**src/design/vmaw_pkg.sv**
```systemverilog
// Shared types, codes and constants for the video memory access window.
package vmaw_pkg;

    // Request codes carried in the req_type field.
    localparam logic [2:0] REQ_VRAM_RD = 3'd0;
    localparam logic [2:0] REQ_VRAM_WR = 3'd1;
    localparam logic [2:0] REQ_OAM_RD  = 3'd2;
    localparam logic [2:0] REQ_OAM_WR  = 3'd3;
    localparam logic [2:0] REQ_PAL_RD  = 3'd4;
    localparam logic [2:0] REQ_PAL_WR  = 3'd5;

    // Configuration register indexes.
    localparam logic [1:0] CFG_DISPLAY_OFF = 2'd0;
    localparam logic [1:0] CFG_OVERSCAN    = 2'd1;
    localparam logic [1:0] CFG_INTERLACE   = 2'd2;
    localparam logic [1:0] CFG_PAL_REGION  = 2'd3;

    // Memory sizes that do not vary.
    localparam int OAM_BYTES     = 544;
    localparam int PALETTE_BYTES = 512;
    localparam int OAM_AW        = 10;
    localparam int PAL_AW        = 9;

    // Quotient of a 16-bit address by the smallest video RAM size.
    localparam int QUOT_W = 6;

    // Beam timing constants.
    localparam int LINES_NTSC = 525;
    localparam int LINES_PAL  = 625;
    localparam logic [8:0]  LAST_LINE_NTSC = 9'((LINES_NTSC >> 1) - 1);
    localparam logic [8:0]  LAST_LINE_PAL  = 9'((LINES_PAL >> 1) - 1);
    localparam logic [8:0]  VIS_RD_NORMAL  = 9'd224;
    localparam logic [8:0]  VIS_RD_OVER    = 9'd239;
    localparam logic [8:0]  VIS_WR_NORMAL  = 9'd225;
    localparam logic [8:0]  VIS_WR_OVER    = 9'd240;
    localparam logic [10:0] DOT_LAST       = 11'd1362;
    localparam logic [10:0] DOT_EARLY_MAX  = 11'd4;
    localparam logic [10:0] DOT_LATCH      = 11'd6;

    // Address masks.
    localparam logic [9:0] OAM_LOW_MASK  = 10'h3ff;
    localparam logic [9:0] OAM_HIGH_MASK = 10'h21f;
    localparam logic [7:0] PAL_ODD_MASK  = 8'h7f;

    // Operation that the back end carries out for one item.
    typedef enum logic [2:0] {
        OP_NONE    = 3'd0,
        OP_VRAM_RD = 3'd1,
        OP_VRAM_WR = 3'd2,
        OP_OAM_RD  = 3'd3,
        OP_OAM_WR  = 3'd4,
        OP_PAL_RD  = 3'd5,
        OP_PAL_WR  = 3'd6
    } t_op;

    // One classified item in the queue between front and back.
    typedef struct packed {
        t_op               op;
        logic [15:0]       addr;
        logic [QUOT_W-1:0] quot;
        logic [7:0]        data;
    } t_entry;

    // Object table index: in the upper half only bits 9 and 4..0 survive.
    function automatic logic [OAM_AW-1:0] obj_index(input logic [9:0] a);
        logic [9:0] x;
        x = a & OAM_LOW_MASK;
        if (x[9]) begin
            x = x & OAM_HIGH_MASK;
        end
        return x;
    endfunction

endpackage

```
**src/design/vmaw_fifo.sv**
```systemverilog
// Two-entry queue of classified items between front and back.
module vmaw_fifo
    import vmaw_pkg::*;
(
    input  logic   i_clk,
    input  logic   i_rst_n,
    input  logic   i_push,
    input  t_entry i_entry,
    input  logic   i_pop,
    output logic   o_full,
    output logic   o_empty,
    output t_entry o_entry
);

    localparam int DEPTH = 2;

    t_entry     r_slot [DEPTH];
    logic       r_wptr;
    logic       r_rptr;
    logic [1:0] r_count;
    logic [1:0] n_count;

    assign o_full  = (r_count == 2'(DEPTH));
    assign o_empty = (r_count == 2'd0);
    assign o_entry = r_slot[r_rptr];

    // Occupancy follows pushes and pops.
    always_comb begin
        n_count = r_count + 2'(i_push) - 2'(i_pop);
    end

    // Pointers and count.
    always_ff @(posedge i_clk) begin
        if (!i_rst_n) begin
            r_wptr  <= 1'b0;
            r_rptr  <= 1'b0;
            r_count <= 2'd0;
        end else begin
            if (i_push) begin
                r_wptr <= !r_wptr;
            end
            if (i_pop) begin
                r_rptr <= !r_rptr;
            end
            r_count <= n_count;
        end
    end

    // Entry storage.
    always_ff @(posedge i_clk) begin
        if (i_push) begin
            r_slot[r_wptr] <= i_entry;
        end
    end

    a_no_overflow: assert property (@(posedge i_clk) disable iff (!i_rst_n)
        i_push |-> !o_full)
        else $error("queue pushed while full");

    a_no_underflow: assert property (@(posedge i_clk) disable iff (!i_rst_n)
        i_pop |-> !o_empty)
        else $error("queue popped while empty");

    a_count_bound: assert property (@(posedge i_clk) disable iff (!i_rst_n)
        r_count <= 2'(DEPTH))
        else $error("queue count out of range");

endmodule

```
**config.mk**
```make
export PLATFORM = sky130hd
export DESIGN_NAME = vmaw_fifo
export DESIGN_NICKNAME = d
export VERILOG_FILES = /design/src/design/vmaw_pkg.sv /design/src/design/vmaw_fifo.sv
export SDC_FILE = /design/constraint.sdc
export NUM_CORES = 1
export LEC_CHECK = 0
export BUFFER_PORTS_ARGS = -buffer_cell sky130_fd_sc_hd__buf_2
export CAP_MARGIN = 40
export CELL_PAD_IN_SITES_DETAIL_PLACEMENT = 0
export CELL_PAD_IN_SITES_GLOBAL_PLACEMENT = 1
export CORE_ASPECT_RATIO = 1.5
export CORE_UTILIZATION = 44
export DETAILED_ROUTE_END_ITERATION = 6
export GPL_TIMING_DRIVEN = 0
export PLACE_DENSITY = 0.85
export SKIP_CTS_REPAIR_TIMING = 1
export SLEW_MARGIN = 15
export SYNTH_ARGS = -nofsm -noshare
export SYNTH_HDL_FRONTEND = slang
export SYNTH_SLANG_ARGS = --single-unit
```
**constraint.sdc**
```tcl
create_clock -name i_clk -period 3 [get_ports i_clk]
set_clock_uncertainty 0.05 [all_clocks]
set_input_delay 0.3 -clock i_clk [delete_from_list [all_inputs] [get_ports i_clk]]
set_output_delay 0.3 -clock i_clk [all_outputs]
set_load 0.02 [all_outputs]
```
==> results by group, run 1 <==
Place
  • Inst Count DP: 271
  • DP HPWL: 2860 um
  • Port bufs: 71
  • Global placer's final weighted congestion: 0.630

Timing
  • Worst slew pin tran: 0.583 ns
  • Final period util: 59.3%
  • Final setup fails: 0
  • Max transition margin: 61.0%
  • WHS: 0.0979 ns
  • Minimum clock period: 1.78 ns
  • Slew Viols, Final: 0
  • RSZ-0062 raised after global routing: no
  • Hold Vio Cnt, Final: 0
  • Max Freq: 562 MHz

Clock tree
  • H-Tree Depth: 3
  • CTS tree: done
  • Reg clk slew, reported paths: 0.07 ns
  • CTS Root Cell: clkbuf_8
  • Clock sinks: 71
  • Clock Latency Late Sink: 0.33 ns
  • Longest Clk Path Bufs: 2
  • Clock buffer count from CTS: 9

Cells and area
  • Share of layout cells above drive strength 1: 59.6%
  • Layout Utilization: 57.7%
  • Area growth syn-to-layout: 27.0%
  • Most common cell after layout, fill and taps aside: buf_2
  • Fin cells: 287
  • Ant diodes: 0
  • Commonest non-fill, non-tap cells in the layout: buf_2, edfxtp_1, mux2_4
  • Fin nets: 247

Logic synthesis
  • Number of synthesized register bits: 71
  • Register area share after synthesis: 75.4%
  • Share of the synthesized area in the top cell type: 71.7%
  • Yosys cell types: 14
  • Top post-synthesis cells by area: edfxtp_1, mux2_4, dfxtp_1, buf_12, mux2_2
  • Post-synth top area cell: edfxtp_1
  • Mean area per synthesized cell: 22.3 um2
  • Mapped Area: 0.00276 mm2
  • Net count of the mapped netlist: 163
  • Syn Inst Count: 124
  • Synth Warn #: 0

Die
  • Initial Util: 45.4%
  • I/O pins: 72
  • Floorplan row count: 35
  • Core outline area: 0.00609 mm2
  • Die X: 66.7 um
  • Die Height: 99.0 um
  • Die area: 0.00661 mm2

Worst setup path
  • Critical Path Source Type: register
  • Worst path arrival time: 1.43 ns
  • Crit path max fanout: 10
  • Worst Setup Path Type: register to output port
  • CP endpoint kind: output port
  • Worst Path Required: 2.65 ns

Power and ir drop
  • Maximum vdd drop: 0.525 mV
  • Leakage dissipation: 1.42 nW
  • PD cells: 676 mW/mm2

Min path
  • HP Class: primary input to register

Outcome
  • Status: finished clean

GRT
  • Vias in the first global route: 1,355
  • Grt ovf: 0
  • Total global-route track usage: 13.6%
  • First-pass GRT wire length: 6110 um
  • Largest net degree at the start of global routing: 19
  • Initial antenna violation count: 0

Detailed routing
  • 1st-iter DRT viols: 26
  • Post-DRT Antenna Nets: 0
  • DRC viols: 0
  • Drt wl/cell: 14.0 um
  • Final Routed Wirelength: 4010 um
  • Vias: 1,345
  • Vias per cell: 4.69
  • DR pass1 iterations: 6

Run
  • Max Cap Viol: 0
-- registers in the layout, indices dropped and copies added (netlist names), named ones only --
register  flops
r_rptr        1
r_slot       66
r_wptr        1
r_count       2
-- synth_stat cells, drive strengths merged --
library cell,n
buf,4
mux2,33
inv,2
and2,4
nor2b,4
o21a,1
xor2,1
dfxtp,5
xnor3,1
ha,2
nor2,1
edfxtp,66
-- layer usage --
layer / global-route usage [%] / wire [um] / vias to the layer above
met2: 22.8 / 2250 / 42
li1: - / - / 647
met5: 0 / 0 / -
met4: 10.1 / 157 / 0
met3: 5.32 / 193 / 11
met1: 12.8 / 1410 / 645
-- stage by stage --
step	instance area [um2]	TNS [ns]	total power, mW	worst slack, ns
floorplan	2760	0	1.42	0.700
global placement	3210	-7.39	1.51	-0.222
detailed placement	3270	0	1.53	1.42
CTS	3510	0	2.41	1.18
global route	3510	0	2.46	1.15
finish	3510	0	2.37	1.22
-- cell families (layout without fill, tap and decap cells) --
| family | after synthesis | after routing | share of synthesized area [%] |
|---|---|---|---|
| flops | 71 | 71 | 75.4 |
| mux | 33 | 33 | 17.5 |
| simple gates | 9 | 9 | 1.95 |
| buf+inv | 6 | 95 | 2.85 |
| fa+ha+maj | 2 | 2 | 0.906 |
| xor+xnor | 2 | 2 | 1.13 |
| compound gates | 1 | 1 | 0.272 |
-- cell type report --
| type | count | area, um2 |
|---|---|---|
| clock buffers | 9 | 124 |
| multi-input cells | 47 | 611 |
| plain buffers | 4 | 71.3 |
| fillers | 454 | 2580 |
| inverters | 2 | 7.51 |
| well taps | 74 | 92.6 |
| repair buffers | 73 | 410 |
| flip-flops and latches | 71 | 2080 |
| clock inverters | 7 | 111 |
-- worst max-delay path: stages, from the launching register on --
cell and delay [ns]:
dfxtp_1 0.33, buf_6 0.15, buf_12 0.15, mux2_4 0.30
buf_2 0.16
-- power by group --
part           total, mW  switching [mW]  internal, mW
clock              0.872           0.326         0.546
combinational      0.340           0.168         0.172
sequential          1.16          0.0175          1.14
-- final timing paths --
| kind | start | to | slack (ns) | cells past startpoint |
|---|---|---|---|---|
| worst max-delay path | register | o_entry[27] | 1.22 | 4 |
| worst min-delay path | i_entry[29] | r_slot[1][29] | 0.1 | 1 |
| worst max register to register | r_count[0] | r_count[1] | 1.55 | 6 |
| worst min register to register | r_rptr | register | 0.54 | 2 |
Note: power is estimated with default switching activity, not from simulation.
==> run 2: changes to the inputs <==
--- a/config.mk
+++ b/config.mk
@@ -5,15 +5,16 @@
 export SDC_FILE = /design/constraint.sdc
 export NUM_CORES = 1
 export LEC_CHECK = 0
+export ABC_AREA = 1
 export BUFFER_PORTS_ARGS = -buffer_cell sky130_fd_sc_hd__buf_2
 export CAP_MARGIN = 40
 export CELL_PAD_IN_SITES_DETAIL_PLACEMENT = 0
 export CELL_PAD_IN_SITES_GLOBAL_PLACEMENT = 1
 export CORE_ASPECT_RATIO = 1.5
-export CORE_UTILIZATION = 44
+export CORE_UTILIZATION = 39
 export DETAILED_ROUTE_END_ITERATION = 6
 export GPL_TIMING_DRIVEN = 0
-export PLACE_DENSITY = 0.85
+export PLACE_DENSITY = 0.81
 export SKIP_CTS_REPAIR_TIMING = 1
 export SLEW_MARGIN = 15
 export SYNTH_ARGS = -nofsm -noshare
==> constraint.sdc (replaced) <==
create_clock -name i_clk -period 1.6 [get_ports i_clk]
set_clock_uncertainty 0.05 [all_clocks]
set_input_delay 0.16 -clock i_clk [delete_from_list [all_inputs] [get_ports i_clk]]
set_output_delay 0.16 -clock i_clk [all_outputs]
set_load 0.02 [all_outputs]
==> results by group, run 2 <==
Logic synthesis
  • Fraction of registers with async set/reset: 0% (unchanged)
  • Count leader, synth: edfxtp_1
  • Share of the synthesized area in the top cell type: 71.7% (unchanged)
  • XOR/XNOR Fraction of Synth Area: 0% (-1.1 points)
  • Synth Warn #: 0 (unchanged)
  • Post-synthesis mux area share: 17.5% (unchanged)
  • Main combinational cell family by area after synthesis: multiplexers
  • Top_reg_cell synth: edfxtp_1
  • Synth cell count leaders: edfxtp_1, mux2_4, nor2_1, nand2_1, inv_1
  • Number of synthesized register bits: 71 (unchanged)
  • Mean area per synthesized cell: 20.3 um2 (-8.8%)
  • Post-Synth Adder-Cell Area: 0.906% (unchanged)
  • Yosys cell types: 12 (-2)
  • Number of synthesized flops with an enable pin: 66 (unchanged)
  • Synth Area in Compound Gates: 0.181% (-0.091 points)
  • Net count of the mapped netlist: 175 (+7.4%)
  • Synth Area in Simple Gates: 2.49% (+0.54 points)
  • Syn Inst Count: 136 (+9.7%)
  • Post-synth top area cell: edfxtp_1
  • Mapped Area: 0.00276 mm2 (unchanged)
  • Top post-synthesis cells by area: edfxtp_1, mux2_4, dfxtp_1, buf_12, nor2_1
  • Register area share after synthesis: 75.4% (unchanged)

Place
  • Port bufs: 71 (unchanged)
  • Inst Count DP: 286 (+5.5%)
  • DP HPWL: 3140 um (+9.9%)
  • Global placer's final weighted congestion: 0.682 (+8.3%)
  • Setup slack at placement: 0.106 ns (-1.32 ns)
  • Cell Area, Placed: 0.00325 mm2 (-0.73%)

Worst setup path
  • FF-to-FF path depth: 2 (-4)
  • Worst Path Required: 1.39 ns (-1.26 ns)
  • Worst r2r src: r_wptr
  • Worst setup path endpoint: o_entry[15]
  • Reg2reg setup slack: 0.15 ns (-1.40 ns)
  • CP endpoint kind: output port
  • Worst path arrival time: 1.43 ns (about the same)
  • Crit path max fanout: 5 (-5)
  • Crit path depth: 4 (unchanged)
  • Worst r2r dst: r_slot[1][24]
  • Worst Setup Path Type: register to output port
  • Slowest Stage Delay on Critical Path: 0.36 ns (+0.03 ns)
  • Critical Path Source Type: register
  • Worst path cell trace: buf_12 -> clkbuf_16 -> mux2_4 -> buf_6
  • Top Family by Delay on Critical Path: buffers and inverters
  • Slowest cell on the critical path: dfxtp_4
  • Worst path bufs/invs: 3 (unchanged)

GRT
  • Largest net degree at the start of global routing: 34 (+15)
  • Initial antenna violation count: 0 (unchanged)
  • Vias in the first global route: 1,522 (+12%)
  • First-pass GRT wire length: 6960 um (+14%)
  • Total global-route track usage: 13.3% (-0.22 points)
  • Grt ovf: 0 (unchanged)

Detailed routing
  • Post-DRT Antenna Nets: 0 (unchanged)
  • Final Routed Wirelength: 4890 um (+22%)
  • DRC viols: 6 (+6)
  • Drt wl/cell: 14.5 um (+3.8%)
  • 1st-iter DRT viols: 88 (+240%)
  • Vias: 1,551 (+15%)
  • Vias per cell: 4.60 (-1.8%)
  • DR pass1 iterations: 6 (unchanged)

Cells and area
  • Post-route cell area: 0.00402 mm2 (+15%)
  • Max reg flops: 66 (unchanged)
  • Top reg by flops: r_slot
  • Area growth syn-to-layout: 45.7%
  • Commonest non-fill, non-tap cells in the layout: edfxtp_1, buf_2, dlygate4sd3_1
  • Fin cells: 337 (+17%)
  • Sequential cell area: 0.00209 mm2 (+0.18%)
  • Fin nets: 295 (+19%)
  • Top flop regs: r_slot (66), r_count (2)
  • Most common cell after layout, fill and taps aside: edfxtp_1
  • Ant diodes: 0 (unchanged)
  • Share of layout cells above drive strength 1: 48.3% (-11 points)
  • Multi-input gate area: 591 um2 (-3.3%)
  • # fillers: 540 (+19%)

Die
  • Core outline area: 0.00685 mm2 (+13%)
  • Die X: 70.7 um (+6.0%)
  • I/O pins: 72 (unchanged)
  • Floorplan row count: 37 (+5.7%)
  • Die area: 0.00743 mm2 (+12%)
  • Initial Util: 40.3% (-5.1 points)
  • Die Height: 105 um (+6.1%)

Clock tree
  • Clock buffer count from CTS: 9 (unchanged)
  • CTS tree: done
  • Reg clk slew, reported paths: 0.06 ns (about the same)
  • Clock sinks: 71 (unchanged)
  • Longest Clk Path Bufs: 2 (unchanged)
  • Clock Latency Late Sink: 0.34 ns (about the same)
  • H-Tree Depth: 3 (unchanged)
  • CTS Root Cell: clkbuf_8

Timing
  • Hold Vio Cnt, Final: 0 (unchanged)
  • Final period util: 102%
  • Max Freq: 610 MHz
  • Slew Viols, Final: 0 (unchanged)
  • Minimum clock period: 1.64 ns
  • RSZ-0062 raised after global routing: yes
  • Max transition margin: 52.4% (-8.7 points)
  • Worst setup slack after layout: -0.0394 ns (-1.26 ns)
  • Worst slew pin tran: 0.713 ns (+0.130 ns)
  • WHS: 0.0217 ns (-0.0762 ns)
  • Final setup fails: 30 (+30)

Power and ir drop
  • PD cells: 998 mW/mm2 (+48%)
  • Leakage dissipation: 1.64 nW (+15%)
  • Maximum vdd drop: 0.546 mV (+4.0%)

Outcome
  • Status: finished, violations left
  • Failing checks: design-rule violations, negative setup slack

Run
  • Max Cap Viol: 0 (unchanged)

Min path
  • HP Class: primary input to register
## run 2: worst min-delay path by stage
stage	end	cells past startpoint	start	slack, ns
floorplan	r_count[0]	2	i_rst_n	0.20
global placement	r_slot[0][27]	1	i_entry[27]	0.30
detailed placement	r_slot[1][17]	1	i_entry[17]	0.30
CTS	r_slot[0][25]	1	i_entry[25]	-0.06
global route	r_count[0]	3	i_rst_n	0.03
finish	r_count[0]	3	i_rst_n	0.02
## run 2: kinds of logic after synthesis
group                    after synthesis
multiplexers                          33
adder cells (fa/ha/maj)                2
flip-flops                            71
AO/OA/AOI/OAI                          1
AND/OR/NAND/NOR                       18
buffers and inverters                 11
## run 2: cell type report
type                    instances  share of cell area [%]
plain buffers                   4                    1.99
clock buffers                  10                    3.17
clock inverters                 4                   0.373
inverters                       7                   0.653
multi-input cells              54                    14.7
flip-flops and latches         71                    51.8
well taps                      78                    2.43
repair buffers                109                    24.9
## run 2: metal layers
metal / wire, um / global-route usage [%] / share of wire [%]
met5: 0 / 0 / 0
met4: 150 / 10.9 / 3.1
met3: 179 / 4.73 / 3.7
met2: 2910 / 23.6 / 59
met1: 1650 / 11.8 / 34
## run 2: report_power, final
group	internal, mW	switching [mW]	leakage, nW
Clock	0.523	0.567	0.0722
Sequential	2.14	0.0328	0.662
Combinational	0.423	0.324	0.907
Total	3.09	0.924	1.64
## run 2: worst reg2reg max path, stage by stage (launching register included)
cell	delay, ns
dfxtp_1	0.39
nand2_1	0.10
inv_2	0.53
## run 2: stage by stage
step,utilization [%],total power [mW],setup TNS [ns]
6_report,58.7,4.01,-0.640
5_1_grt,58.7,4.18,-2.15
4_1_cts,49.5,3.86,-1.69
3_5_place_dp,47.4,2.77,0
3_3_place_gp,47.0,2.74,-10.70
2_1_floorplan,-,2.58,0
